===== config.mk =====
export PLATFORM = sky130hd
export DESIGN_NAME = ellipse_outline_rasterizer_top
export DESIGN_NICKNAME = d
export VERILOG_FILES = /design/src/rtl/eor_pkg.sv /design/src/rtl/ellipse_outline_rasterizer_top.sv /design/src/rtl/eor_points.sv
export SDC_FILE = /design/constraint.sdc
export NUM_CORES = 2
export LEC_CHECK = 0
export BUFFER_PORTS_ARGS = -buffer_cell sky130_fd_sc_hd__buf_4
export CAP_MARGIN = 20
export CORE_ASPECT_RATIO = 0.9
export CORE_MARGIN = 1
export CORE_UTILIZATION = 46
export CTS_CLUSTER_SIZE = 20
export DETAILED_ROUTE_END_ITERATION = 10
export PLACE_DENSITY = 0.6
export SLEW_MARGIN = 20
export SYNTH_ARGS = -nofsm -noshare
export SYNTH_HDL_FRONTEND = slang
export SYNTH_SLANG_ARGS = --single-unit

===== constraint.sdc =====
create_clock -name clk_i -period 10.8 [get_ports clk_i]
set_input_delay 1.08 -clock clk_i [delete_from_list [all_inputs] [get_ports clk_i]]
set_output_delay 1.08 -clock clk_i [all_outputs]
set_load 0.05 [all_outputs]

===== src/rtl/eor_pkg.sv =====
// shared constants and types for the ellipse outline rasterizer
`default_nettype none

package eor_pkg;

  localparam int unsigned CENTER_W   = 12;
  localparam int unsigned TARGET_W   = 12;
  localparam int unsigned STEP_W     = 12;
  localparam int unsigned CFG_IDX_W  = 3;
  localparam int unsigned CFG_DATA_W = 16;

  localparam logic [CFG_IDX_W-1:0] CFG_CENTER_X      = 3'd0;
  localparam logic [CFG_IDX_W-1:0] CFG_CENTER_Y      = 3'd1;
  localparam logic [CFG_IDX_W-1:0] CFG_SEMI_A        = 3'd2;
  localparam logic [CFG_IDX_W-1:0] CFG_SEMI_B        = 3'd3;
  localparam logic [CFG_IDX_W-1:0] CFG_TARGET_WIDTH  = 3'd4;
  localparam logic [CFG_IDX_W-1:0] CFG_TARGET_HEIGHT = 3'd5;

  localparam logic [TARGET_W-1:0] TARGET_WIDTH_RST  = 12'd640;
  localparam logic [TARGET_W-1:0] TARGET_HEIGHT_RST = 12'd480;

  localparam logic [1:0] PH_FIRST  = 2'd0;
  localparam logic [1:0] PH_SECOND = 2'd1;
  localparam logic [1:0] PH_DONE   = 2'd2;

  typedef struct packed {
    logic [TARGET_W-1:0] width;
    logic [TARGET_W-1:0] height;
  } clip_t;

endpackage

`default_nettype wire


===== src/rtl/ellipse_outline_rasterizer_top.sv =====
// midpoint ellipse outline generator with a shared adder and multiplier
//
// config: write a register index and data on the cfg channel while idle;
//   cfg_ready_o is always high.
// input: one beat carries restart_i. a restart beat loads the first pass from
//   the semi-axis registers; any other beat advances the generator by one
//   loop iteration. every input beat yields exactly one output beat.
// output: four points, their inside mask, points_valid and finished.
// steps: a restart beat runs three products on the shared multiplier and
//   two adds on the shared adder, and a beat that changes pass runs the
//   same after its test; an iteration tests and updates on one shared
//   error-width adder, with two more adds when the row steps; a beat that
//   ends the last pass only tests, and one that arrives when finished emits.
// flow: one beat in flight at a time; in_ready_o is high only while the
//   sequencer is idle, which it enters after each result write.
// the output register holds a result until taken; the next input beat is
//   accepted meanwhile and its work stalls only at the final write.
// reset: the generator is finished, centre and axes are zero and the target
//   is 640 by 480.
`default_nettype none

module ellipse_outline_rasterizer_top #(
  parameter int unsigned COORD_BITS = 13,
  parameter int unsigned AXIS_BITS  = 10,
  parameter int unsigned ERROR_BITS = 40
) (
  input  wire logic                                clk_i,
  input  wire logic                                rst_ni,
  input  wire logic                                cfg_valid_i,
  output logic                                     cfg_ready_o,
  input  wire logic [eor_pkg::CFG_IDX_W-1:0]       cfg_index_i,
  input  wire logic [eor_pkg::CFG_DATA_W-1:0]      cfg_data_i,
  input  wire logic                                in_valid_i,
  output logic                                     in_ready_o,
  input  wire logic                                restart_i,
  output logic                                     out_valid_o,
  input  wire logic                                out_ready_i,
  output logic signed [COORD_BITS-1:0]             pt0_x_o,
  output logic signed [COORD_BITS-1:0]             pt0_y_o,
  output logic signed [COORD_BITS-1:0]             pt1_x_o,
  output logic signed [COORD_BITS-1:0]             pt1_y_o,
  output logic signed [COORD_BITS-1:0]             pt2_x_o,
  output logic signed [COORD_BITS-1:0]             pt2_y_o,
  output logic signed [COORD_BITS-1:0]             pt3_x_o,
  output logic signed [COORD_BITS-1:0]             pt3_y_o,
  output logic        [3:0]                        inside_mask_o,
  output logic                                     points_valid_o,
  output logic                                     finished_o
);

  localparam int unsigned E      = ERROR_BITS;
  localparam int unsigned SQ_W   = 2 * AXIS_BITS;
  localparam int unsigned PROD_W = 3 * AXIS_BITS;
  localparam int unsigned ROW_W  = AXIS_BITS + 1;
  localparam int unsigned WIDE_W = (E > PROD_W + 3) ? E : PROD_W + 3;

  localparam logic [3:0] ST_IDLE     = 4'd0;
  localparam logic [3:0] ST_TEST     = 4'd1;
  localparam logic [3:0] ST_ERR_DS   = 4'd2;
  localparam logic [3:0] ST_ERR_SQ   = 4'd3;
  localparam logic [3:0] ST_ERR_DR   = 4'd4;
  localparam logic [3:0] ST_DROW     = 4'd5;
  localparam logic [3:0] ST_DSTEP    = 4'd6;
  localparam logic [3:0] ST_MUL_MIN  = 4'd7;
  localparam logic [3:0] ST_MUL_MAJ  = 4'd8;
  localparam logic [3:0] ST_MUL_DR   = 4'd9;
  localparam logic [3:0] ST_INIT_ERR = 4'd10;
  localparam logic [3:0] ST_SUB_ERR  = 4'd11;
  localparam logic [3:0] ST_EMIT     = 4'd12;

  // config registers
  logic signed [eor_pkg::CENTER_W-1:0] center_x_q, center_y_q;
  logic        [AXIS_BITS-1:0]         semi_a_q, semi_b_q;
  logic        [eor_pkg::TARGET_W-1:0] target_width_q, target_height_q;
  eor_pkg::clip_t                      clip;

  // sequencer and generator state
  logic [3:0]                  state_q, state_d;
  logic [1:0]                  phase_q, phase_d;
  logic                        swap_q, swap_d;
  logic                        pv_q, pv_d;
  logic                        err_le_q, err_le_d;
  logic [eor_pkg::STEP_W-1:0]  step_q, step_d;
  logic signed [ROW_W-1:0]     row_q, row_d;
  logic [E-1:0]                err_q, err_d;
  logic [E-1:0]                dstep_q, dstep_d;
  logic [E-1:0]                drow_q, drow_d;
  logic [SQ_W-1:0]             sq_minor_q, sq_minor_d;
  logic [SQ_W-1:0]             sq_major_q, sq_major_d;
  logic [PROD_W-1:0]           prod_q, prod_d;

  // shared units
  logic [E-1:0]      add_a, add_b;
  logic              add_sub;
  logic [E:0]        add_a_x, add_b_x, add_sum;
  logic [SQ_W-1:0]   mul_x;
  logic [AXIS_BITS-1:0] mul_y;
  logic [PROD_W-1:0] mul_p;

  logic [AXIS_BITS-1:0] step_src, row_src;
  logic [WIDE_W-1:0]    w_min4, w_min8, w_maj, w_maj8, w_prod4, w_prod8;
  logic                 out_load;
  logic                 out_valid_q;

  logic signed [COORD_BITS-1:0] pt_x [4];
  logic signed [COORD_BITS-1:0] pt_y [4];
  logic        [3:0]            pt_mask;

  assign cfg_ready_o = 1'b1;
  assign in_ready_o  = (state_q == ST_IDLE);
  assign out_valid_o = out_valid_q;

  assign clip.width  = target_width_q;
  assign clip.height = target_height_q;

  always_ff @(posedge clk_i or negedge rst_ni) begin
    if (!rst_ni) begin
      center_x_q      <= '0;
      center_y_q      <= '0;
      semi_a_q        <= '0;
      semi_b_q        <= '0;
      target_width_q  <= eor_pkg::TARGET_WIDTH_RST;
      target_height_q <= eor_pkg::TARGET_HEIGHT_RST;
    end else if (cfg_valid_i) begin
      case (cfg_index_i)
        eor_pkg::CFG_CENTER_X:      center_x_q      <= cfg_data_i[eor_pkg::CENTER_W-1:0];
        eor_pkg::CFG_CENTER_Y:      center_y_q      <= cfg_data_i[eor_pkg::CENTER_W-1:0];
        eor_pkg::CFG_SEMI_A:        semi_a_q        <= cfg_data_i[AXIS_BITS-1:0];
        eor_pkg::CFG_SEMI_B:        semi_b_q        <= cfg_data_i[AXIS_BITS-1:0];
        eor_pkg::CFG_TARGET_WIDTH:  target_width_q  <= cfg_data_i[eor_pkg::TARGET_W-1:0];
        eor_pkg::CFG_TARGET_HEIGHT: target_height_q <= cfg_data_i[eor_pkg::TARGET_W-1:0];
        default: ;
      endcase
    end
  end

  // shared adder, one extra bit gives the signed compare
  assign add_a_x = {add_a[E-1], add_a};
  assign add_b_x = {add_b[E-1], add_b};
  assign add_sum = add_a_x + (add_sub ? ~add_b_x : add_b_x) + (E+1)'(add_sub);

  // shared multiplier
  assign mul_p = PROD_W'(mul_x) * PROD_W'(mul_y);

  assign step_src = swap_q ? semi_a_q : semi_b_q;
  assign row_src  = swap_q ? semi_b_q : semi_a_q;

  assign w_min4  = WIDE_W'(sq_minor_q) << 2;
  assign w_min8  = WIDE_W'(sq_minor_q) << 3;
  assign w_maj   = WIDE_W'(sq_major_q);
  assign w_maj8  = WIDE_W'(sq_major_q) << 3;
  assign w_prod4 = WIDE_W'(prod_q) << 2;
  assign w_prod8 = WIDE_W'(prod_q) << 3;

  always_comb begin
    state_d    = state_q;
    phase_d    = phase_q;
    swap_d     = swap_q;
    pv_d       = pv_q;
    err_le_d   = err_le_q;
    step_d     = step_q;
    row_d      = row_q;
    err_d      = err_q;
    dstep_d    = dstep_q;
    drow_d     = drow_q;
    sq_minor_d = sq_minor_q;
    sq_major_d = sq_major_q;
    prod_d     = prod_q;
    add_a      = err_q;
    add_b      = drow_q;
    add_sub    = 1'b0;
    mul_x      = SQ_W'(step_src);
    mul_y      = step_src;
    out_load   = 1'b0;
    case (state_q)
      ST_IDLE: begin
        if (in_valid_i) begin
          if (restart_i) begin
            swap_d  = 1'b0;
            state_d = ST_MUL_MIN;
          end else if (phase_q[1]) begin
            pv_d    = 1'b0;
            state_d = ST_EMIT;
          end else begin
            state_d = ST_TEST;
          end
        end
      end
      ST_TEST: begin
        add_a   = dstep_q;
        add_b   = drow_q;
        add_sub = 1'b1;
        if (add_sum[E] && (step_q < target_width_q) && !row_q[ROW_W-1]) begin
          err_le_d = err_q[E-1] | (err_q == '0);
          state_d  = ST_ERR_DS;
        end else if (phase_q == eor_pkg::PH_FIRST) begin
          swap_d  = 1'b1;
          state_d = ST_MUL_MIN;
        end else begin
          phase_d = eor_pkg::PH_DONE;
          pv_d    = 1'b0;
          state_d = ST_EMIT;
        end
      end
      ST_ERR_DS: begin
        add_b   = dstep_q;
        err_d   = add_sum[E-1:0];
        state_d = ST_ERR_SQ;
      end
      ST_ERR_SQ: begin
        add_b   = w_min4[E-1:0];
        err_d   = add_sum[E-1:0];
        state_d = err_le_q ? ST_DSTEP : ST_ERR_DR;
      end
      ST_ERR_DR: begin
        add_b   = drow_q;
        add_sub = 1'b1;
        err_d   = add_sum[E-1:0];
        state_d = ST_DROW;
      end
      ST_DROW: begin
        add_a   = drow_q;
        add_b   = w_maj8[E-1:0];
        add_sub = 1'b1;
        drow_d  = add_sum[E-1:0];
        row_d   = row_q - ROW_W'(1);
        state_d = ST_DSTEP;
      end
      ST_DSTEP: begin
        add_a   = dstep_q;
        add_b   = w_min8[E-1:0];
        dstep_d = add_sum[E-1:0];
        pv_d    = 1'b1;
        state_d = ST_EMIT;
      end
      ST_MUL_MIN: begin
        sq_minor_d = mul_p[SQ_W-1:0];
        phase_d    = swap_q ? eor_pkg::PH_SECOND : eor_pkg::PH_FIRST;
        step_d     = '0;
        row_d      = {1'b0, step_src};
        dstep_d    = '0;
        state_d    = ST_MUL_MAJ;
      end
      ST_MUL_MAJ: begin
        mul_x      = SQ_W'(row_src);
        mul_y      = row_src;
        sq_major_d = mul_p[SQ_W-1:0];
        state_d    = ST_MUL_DR;
      end
      ST_MUL_DR: begin
        mul_x   = sq_major_q;
        prod_d  = mul_p;
        state_d = ST_INIT_ERR;
      end
      ST_INIT_ERR: begin
        add_a   = w_min4[E-1:0];
        add_b   = w_maj[E-1:0];
        err_d   = add_sum[E-1:0];
        drow_d  = w_prod8[E-1:0];
        state_d = ST_SUB_ERR;
      end
      ST_SUB_ERR: begin
        add_b   = w_prod4[E-1:0];
        add_sub = 1'b1;
        err_d   = add_sum[E-1:0];
        pv_d    = 1'b0;
        state_d = ST_EMIT;
      end
      ST_EMIT: begin
        if (!out_valid_q || out_ready_i) begin
          out_load = 1'b1;
          if (pv_q) begin
            step_d = step_q + eor_pkg::STEP_W'(1);
          end
          state_d = ST_IDLE;
        end
      end
      default: begin
        state_d = ST_IDLE;
      end
    endcase
  end

  always_ff @(posedge clk_i or negedge rst_ni) begin
    if (!rst_ni) begin
      state_q    <= ST_IDLE;
      phase_q    <= eor_pkg::PH_DONE;
      swap_q     <= 1'b0;
      pv_q       <= 1'b0;
      err_le_q   <= 1'b0;
      step_q     <= '0;
      row_q      <= '0;
      err_q      <= '0;
      dstep_q    <= '0;
      drow_q     <= '0;
      sq_minor_q <= '0;
      sq_major_q <= '0;
      prod_q     <= '0;
    end else begin
      state_q    <= state_d;
      phase_q    <= phase_d;
      swap_q     <= swap_d;
      pv_q       <= pv_d;
      err_le_q   <= err_le_d;
      step_q     <= step_d;
      row_q      <= row_d;
      err_q      <= err_d;
      dstep_q    <= dstep_d;
      drow_q     <= drow_d;
      sq_minor_q <= sq_minor_d;
      sq_major_q <= sq_major_d;
      prod_q     <= prod_d;
    end
  end

  eor_points #(
    .COORD_BITS (COORD_BITS),
    .AXIS_BITS  (AXIS_BITS)
  ) u_points (
    .center_x_i    (center_x_q),
    .center_y_i    (center_y_q),
    .step_i        (step_q),
    .row_i         (row_q),
    .second_pass_i (phase_q[0]),
    .clip_i        (clip),
    .pt_x_o        (pt_x),
    .pt_y_o        (pt_y),
    .mask_o        (pt_mask)
  );

  // output register
  always_ff @(posedge clk_i or negedge rst_ni) begin
    if (!rst_ni) begin
      out_valid_q    <= 1'b0;
      pt0_x_o        <= '0;
      pt0_y_o        <= '0;
      pt1_x_o        <= '0;
      pt1_y_o        <= '0;
      pt2_x_o        <= '0;
      pt2_y_o        <= '0;
      pt3_x_o        <= '0;
      pt3_y_o        <= '0;
      inside_mask_o  <= '0;
      points_valid_o <= 1'b0;
      finished_o     <= 1'b0;
    end else if (out_load) begin
      out_valid_q    <= 1'b1;
      pt0_x_o        <= pv_q ? pt_x[0] : '0;
      pt0_y_o        <= pv_q ? pt_y[0] : '0;
      pt1_x_o        <= pv_q ? pt_x[1] : '0;
      pt1_y_o        <= pv_q ? pt_y[1] : '0;
      pt2_x_o        <= pv_q ? pt_x[2] : '0;
      pt2_y_o        <= pv_q ? pt_y[2] : '0;
      pt3_x_o        <= pv_q ? pt_x[3] : '0;
      pt3_y_o        <= pv_q ? pt_y[3] : '0;
      inside_mask_o  <= pv_q ? pt_mask : '0;
      points_valid_o <= pv_q;
      finished_o     <= phase_q[1];
    end else if (out_ready_i) begin
      out_valid_q <= 1'b0;
    end
  end

endmodule

`default_nettype wire


===== src/rtl/eor_points.sv =====
// four mirrored outline points and their inside mask
`default_nettype none

module eor_points #(
  parameter int unsigned COORD_BITS = 13,
  parameter int unsigned AXIS_BITS  = 10
) (
  input  wire logic signed [eor_pkg::CENTER_W-1:0] center_x_i,
  input  wire logic signed [eor_pkg::CENTER_W-1:0] center_y_i,
  input  wire logic        [eor_pkg::STEP_W-1:0]   step_i,
  input  wire logic signed [AXIS_BITS:0]           row_i,
  input  wire logic                                second_pass_i,
  input  wire eor_pkg::clip_t                      clip_i,
  output logic signed      [COORD_BITS-1:0]        pt_x_o [4],
  output logic signed      [COORD_BITS-1:0]        pt_y_o [4],
  output logic             [3:0]                   mask_o
);

  localparam int unsigned FW = (AXIS_BITS + 2 > 14) ? AXIS_BITS + 2 : 14;
  localparam int unsigned WW = (FW > COORD_BITS) ? FW : COORD_BITS;

  logic signed [FW-1:0] cx, cy, s_ext, r_ext, x_off, y_off;
  logic signed [FW-1:0] px [4];
  logic signed [FW-1:0] py [4];
  logic signed [WW-1:0] px_w [4];
  logic signed [WW-1:0] py_w [4];
  logic        [FW-1:0] tw_ext, th_ext;

  always_comb begin
    cx     = FW'(center_x_i);
    cy     = FW'(center_y_i);
    s_ext  = $signed({{(FW-eor_pkg::STEP_W){1'b0}}, step_i});
    r_ext  = FW'(row_i);
    x_off  = second_pass_i ? r_ext : s_ext;
    y_off  = second_pass_i ? s_ext : r_ext;
    tw_ext = FW'(clip_i.width);
    th_ext = FW'(clip_i.height);
    for (int i = 0; i < 4; i++) begin
      // mirror pattern differs between the two passes
      if (second_pass_i ? i[0] : i[1]) begin
        px[i] = cx - x_off;
      end else begin
        px[i] = cx + x_off;
      end
      if (second_pass_i ? i[1] : i[0]) begin
        py[i] = cy - y_off;
      end else begin
        py[i] = cy + y_off;
      end
      px_w[i]   = WW'(px[i]);
      py_w[i]   = WW'(py[i]);
      pt_x_o[i] = px_w[i][COORD_BITS-1:0];
      pt_y_o[i] = py_w[i][COORD_BITS-1:0];
      mask_o[i] = !px[i][FW-1] && (px[i] < tw_ext) && !py[i][FW-1] && (py[i] < th_ext);
    end
  end

endmodule

`default_nettype wire


# After elaboration in Yosys (flattened, before gate mapping)
# Cells that the tools add are included.
[totals]
out_inout_bits = 113
ff_bits = 401
word_cells = 187
in_bits = 25
[op_classes]
multipliers = 1
n_mux = 57
n_bitwise = 2
addsub = 8
eq_ne = 26
reduce_logical = 53
n_lt_le_gt_ge = 9
[op_table]
columns = ["op", "count"]
rows = [
  ["$pmux W40 S6", 1],
  ["$pmux W40 S2", 2],
  ["$pmux W40 S3", 1],
  ["$lt A14 B12 Y1", 8],
  ["$mux W13", 8],
  ["$mux W14", 6],
  ["$pmux W4 S12", 1],
  ["$add A41 B1 Y41", 1],
  ["$add A41 B41 Y41", 1],
  ["$mux W41", 1],
  ["$not A41 Y41", 1],
  ["$logic_not A40 Y1", 1],
  ["$pmux W20 S2", 1],
  ["$mul A20 B10 Y30", 1],
  ["$mux W10", 3],
  ["$add A12 B14 Y14", 2],
  ["$mux W4", 7],
  ["$sub A12 B14 Y14", 2],
  ["$mux W12", 2],
  ["$pmux W12 S2", 1],
  ["$pmux W11 S2", 1],
  ["$eq A4 B4 Y1 const B", 5],
  ["$eq A4 B3 Y1 const B", 4],
  ["$mux W1", 16],
  ["other kinds (30)", 79],
]

# Longest topological paths before layout
[depth]
depth_word = 10
mapped_depth = 31
ltp_nobuf = 28

# By module
# Synthesis repeated with hierarchy kept, for this count alone.
[hier_totals]
cells_unflattened = 3723
hier_area_um2 = 32424.8
[modules_own_cells]
columns = ["mod", "area_each_um2", "instances", "cells_each", "seq_area_each_um2"]
rows = [
  ["ellipse_outline_rasterizer_top", 26878.3, 1, 2967, 10043.4],
  ["eor_points", 5546.6, 1, 756, 0.0],
]

# Worst setup path before layout
# OpenSTA, ideal clock, no wires.
[synth_path]
path_kind = "flip-flop to flip-flop"
start = "register state_q[3]"
end = "register prod_q[29]"
arrival_time_ns = 7.605
setup_ns = 0.125
t_required_ns = 10.675
stages_incl_launch_ff = 28
path_buffers = 4
synth_period_minus_slack_ns = 7.730
slack_ns = 3.070
cell_sequence = "dfrtp_1 -> buf_2 -> nand2b_1 -> nor2_1 -> nand2_1 -> xor2_1 -> clkbuf_1 -> mux2i_1 -> clkbuf_1 -> nor2_1 -> fa_1 -> fa_1 -> fa_1 -> fa_1 -> inv_1 -> fa_1 -> inv_1 -> ha_1 -> clkbuf_1 -> a21o_1 -> a21o_1 -> a21oi_1 -> and3_1 -> a21oi_1 -> a2111oi_0 -> o41ai_1 -> xnor2_1 -> mux2_2"
[synth_between]
elab_chain_len = 3
elab_cells_between_ends = 5
classes_between = "mul (1); eq/ne (2); mux (2)"
[synth_rtl]
columns = ["item", "line", "text"]
rows = [
  ["start, declared", "ellipse_outline_rasterizer_top.sv:78", "logic [3:0] state_q, state_d;"],
  ["start signal, assigned", "ellipse_outline_rasterizer_top.sv:300", "state_q <= state_d;"],
  ["$eq A4 B4 Y1", "ellipse_outline_rasterizer_top.sv:175", "case (state_q)"],
  ["$pmux W20 S2 / $mux W10 (equally long branches)", "ellipse_outline_rasterizer_top.sv:175", ""],
  ["$mul A20 B10 Y30", "ellipse_outline_rasterizer_top.sv:143", "assign mul_p = PROD_W'(mul_x) * PROD_W'(mul_y);"],
  ["end signal, assigned", "ellipse_outline_rasterizer_top.sv:312", "prod_q <= prod_d;"],
  ["end, declared", "ellipse_outline_rasterizer_top.sv:90", "logic [PROD_W-1:0] prod_q, prod_d;"],
]
# Parallel ways exist; a longest one is shown, timed or not.
# A chain may end at the register's enable or synchronous reset.

# Worst setup path in the final report
[layout_path]
start = "register state_q[3]"
end = "register prod_q[26]"
# Same word-level chain as after synthesis.

==> impl_metrics.env <==
export IMPL_dp_hpwl_um=75800
export IMPL_yosysWarningCount=0
export IMPL_drive_above_1_share_pct=11.3
export IMPL_max_freq_mhz=108
export IMPL_die_h_um=250
export IMPL_antenna_diode_count=0
export IMPL_floorplan_initialDensity_pct=46.8
export IMPL_grt_overflow_total=0
export IMPL_vias_in_the_first_global_route=26341
export IMPL_worstSetupStartpoint="state_q[3]"
export IMPL_synth_area_per_cell_um2=8.99
export IMPL_io_pin_count=138
export IMPL_unrepaired_setup_endpoints_after_global_routing="no"
export IMPL_final_period_utilization_pct=85.5
export IMPL_drt_vias_per_instance=6.09
export IMPL_place_congestion=0.942
export IMPL_crit_required_ns=11.22
export IMPL_drt_pass1_iter_count=9
export IMPL_design_die_area_um2=69500
export IMPL_critical_path_cell_count=28
export IMPL_synth_edf_count=0
export IMPL_syn_num_nets=3936
export IMPL_min_period_ns=9.24
export IMPL_grt_start_max_net_pins=151
export IMPL_htreeDepth=2
export IMPL_areaGrowthSynthToFinish_pct=10.4
export IMPL_placement_io_buffers=132
export IMPL_antenna_violations_before_repair=2
export IMPL_total_of_max_cap_violations=0
export IMPL_core_rowCount=90
export IMPL_critical_path_arrival_ns=9.65
export IMPL_finalSetupViolations=0
export IMPL_cts_sinks=397
export IMPL_worst_setup_path_end_kind="flip-flop"
export IMPL_timing_critical_path_fanout_max=58
export IMPL_synthDistinctLibCells=86
export IMPL_max_slew_margin_rel_pct=17.8
export IMPL_cts_hold_buffers=0
export IMPL_critPathSlowestCell="sky130_fd_sc_hd__mux2i_1"
export IMPL_parity_gate_share_of_the_synthesized_area_counting_xor_and_xnor_cells_pct=4.20
export IMPL_cpMostUsedCell="sky130_fd_sc_hd__fa_1"
export IMPL_synthesized_area_fraction_occupied_by_ao_oa_aoi_and_oai_cells_pct=20.6
export IMPL_async_reset_ff_share_pct=100
export IMPL_dieWidth_um=278
export IMPL_worst_path_dominant_cell_family="adder cells"
export IMPL_final_fill_count=6290
export IMPL_worstReg2RegEnd="prod_q[26]"
export IMPL_tritoncts_clock_tree="built"
export IMPL_holdCritPathClass="reg -> reg"
export IMPL_ant_nets=0
export IMPL_ys_ff_latch=397
export IMPL_timing_clock_skew_ns=0.0420
export IMPL_grt_first_pass_wirelength_um=157000
export IMPL_worst_slew_pin_slew_ns=1.22
export IMPL_cts_setup_buffers=0
export IMPL_reg2reg_slack_ns=1.56
export IMPL_run_status="completed"
export IMPL_r2r_worst_path_cells=28
export IMPL_cp_start_kind="flip-flop"
export IMPL_critical_path_buf_inv_count=6
export IMPL_clock_latency_ns=0.60
export IMPL_timing_final_max_slew_violations=0
export IMPL_ctsRootBufferMaster="sky130_fd_sc_hd__clkbuf_16"
export IMPL_synth_mux_area_fraction_pct=4.87
export IMPL_post_cts_resized_instances=0
export IMPL_post_synth_instance_area_um2=31500
export IMPL_finish_net_count=3957
export IMPL_largest_family_of_logic_cells_by_synthesized_area="compound AO/OA/AOI/OAI gates"
export IMPL_detail_route_drc_violations=0
export IMPL_criticalPathCategory="reg -> reg"
export IMPL_synth_yosys_seq_area_share_pct=31.6
export IMPL_critical_path_reg2reg_startpoint="state_q[3]"
export IMPL_cells_after_synthesis=3505
export IMPL_grt_use_total_pct=28.8
export IMPL_synthAdderAreaFrac_pct=19.6
export IMPL_detail_route_wl_per_cell_um=22.7
export IMPL_fin_setup_tns_ns=0
export IMPL_synth_simple_gate_area_share_pct=13.2
export IMPL_total_number_of_vias=27011
export IMPL_drt_wl_total_um=100000
export IMPL_final_hold_violation_count=0
export IMPL_setup_worst_path_end="prod_q[26]"
export IMPL_core_area_um2=67300
export IMPL_cts_clk_slew_worst_paths_ns=0.06
export IMPL_cts_inserted_buffers=45
export IMPL_ys_flop_type="sky130_fd_sc_hd__dfrtp_1"
export IMPL_detailedRoute_firstIterationViolations=3063
export IMPL_cp_slowest_stage_delay_ns=0.84
export IMPL_ctsLongestPathBuffers=3
## worst min path at each step
stage | slack (ns) | endpoint | from | cells after the start
finish | 0.48 | pt0_x_o[2] | pt0_x_o[2] | 2
global route | 0.50 | points_valid_o | points_valid_o | 2
CTS | 0.48 | pt0_x_o[2] | pt0_x_o[2] | 2
detailed placement | 0.47 | pt0_x_o[2] | pt0_x_o[2] | 2
global placement | 0.47 | points_valid_o | points_valid_o | 2
floorplan | 0.46 | prod_q[23] | prod_q[23] | 2
## cells in the mapped netlist (99+ instances only)
cell type | count | area (um^2)
sky130_fd_sc_hd__a22oi_1 | 117 | 878
sky130_fd_sc_hd__clkbuf_1 | 173 | 649
sky130_fd_sc_hd__dfrtp_1 | 390 | 9760
sky130_fd_sc_hd__nand2_1 | 436 | 1640
sky130_fd_sc_hd__a21oi_1 | 187 | 936
sky130_fd_sc_hd__ha_1 | 259 | 3240
sky130_fd_sc_hd__xnor2_1 | 113 | 990
sky130_fd_sc_hd__mux2_2 | 99 | 1110
sky130_fd_sc_hd__inv_1 | 279 | 1050
sky130_fd_sc_hd__nor2_1 | 258 | 968
sky130_fd_sc_hd__fa_1 | 147 | 2940
sky130_fd_sc_hd__o21ai_0 | 274 | 1370
## cell type report
cell class	count	area (um^2)	area share (%)
clock buffers	58	1220	3.52
clock inverters	25	288	0.827
inverters	279	1050	3.01
multi-input cells	2624	19800	56.9
flip-flops and latches	397	9940	28.6
well taps	874	1090	3.14
repair buffers	179	1400	4.03
## cells by family (layout without fill, tap and decap cells)
logic type               count (synthesis)  after routing
AO/OA/AOI/OAI                          971            971
AND/OR/NAND/NOR                        954            954
buffers and inverters                  484            541
other                                    1              1
XOR/XNOR                               151            151
flip-flops                             397            397
adder cells (fa/ha/maj)                406            406
multiplexers                           141            141
## through the flow
| step | util [%] | setup WS (ns) | std cells | cell area [um^2] | hold WS [ns] |
|---|---|---|---|---|---|
| global route | 51.7 | 0.912 | 4436 | 34800 | 0.504 |
| detailed placement | 49.4 | 1.75 | 4353 | 33300 | 0.468 |
| floorplan | - | 3.07 | 3505 | 31500 | 0.460 |
| CTS | 51.7 | 1.71 | 4436 | 34800 | 0.482 |
| finish | 51.7 | 1.56 | 4436 | 34800 | 0.478 |
| global placement | 49.3 | 1.81 | 4351 | 33200 | 0.468 |
## placed cells by master, fill, tap and decap left out, types with 10 or more instances in the layout
cell type / count
sky130_fd_sc_hd__a22oi_1: 117
sky130_fd_sc_hd__xor2_1: 38
sky130_fd_sc_hd__o221ai_1: 14
sky130_fd_sc_hd__mux2i_1: 42
sky130_fd_sc_hd__nand3_1: 58
sky130_fd_sc_hd__nor4_1: 15
sky130_fd_sc_hd__nand2_1: 434
sky130_fd_sc_hd__nand2b_1: 42
sky130_fd_sc_hd__xnor2_1: 113
sky130_fd_sc_hd__a211oi_1: 17
sky130_fd_sc_hd__fa_1: 147
sky130_fd_sc_hd__o31ai_1: 10
sky130_fd_sc_hd__o21a_1: 10
sky130_fd_sc_hd__nor3_1: 30
sky130_fd_sc_hd__ha_1: 259
sky130_fd_sc_hd__a31oi_1: 13
sky130_fd_sc_hd__nor2_1: 251
sky130_fd_sc_hd__buf_4: 174
sky130_fd_sc_hd__mux2_2: 99
sky130_fd_sc_hd__or3_1: 14
sky130_fd_sc_hd__a21o_1: 71
sky130_fd_sc_hd__a22o_1: 93
sky130_fd_sc_hd__o21bai_1: 25
sky130_fd_sc_hd__inv_1: 279
sky130_fd_sc_hd__clkbuf_16: 45
sky130_fd_sc_hd__nand4_1: 22
sky130_fd_sc_hd__o22ai_1: 18
sky130_fd_sc_hd__dfrtp_1: 389
sky130_fd_sc_hd__o21ai_0: 274
sky130_fd_sc_hd__a21oi_1: 186
sky130_fd_sc_hd__nor2b_1: 29
sky130_fd_sc_hd__and2_1: 15
sky130_fd_sc_hd__a222oi_1: 30
sky130_fd_sc_hd__clkinv_2: 12
## sequential cells by signal (all words and copies together) (netlist names), 13 cells and up
signal and count:
drow_q 40, sq_minor_q 20, err_q 40, prod_q 30
pt2_y_o 13, pt3_y_o 13, sq_major_q 20, pt3_x_o 13
pt0_x_o 13, dstep_q 40
## routing by layer
metal | track usage, % | up-vias | wire [um]
met5 | 0 | - | 0
li1 | - | 12294 | -
met3 | 5.45 | 124 | 8920
met1 | 46.1 | 13453 | 49500
met4 | 5.71 | 0 | 1590
met2 | 39.5 | 1140 | 40500
## worst min-delay path, cell delays in order, from the launching register on
cell and delay, ns:
sky130_fd_sc_hd__dfrtp_1 0.34, sky130_fd_sc_hd__nand2_1 0.05, sky130_fd_sc_hd__o31ai_1 0.06
Power is left out: the tool's default activity adds up to more than one toggle a clock period on the data nets, which glitch-free logic cannot reach.
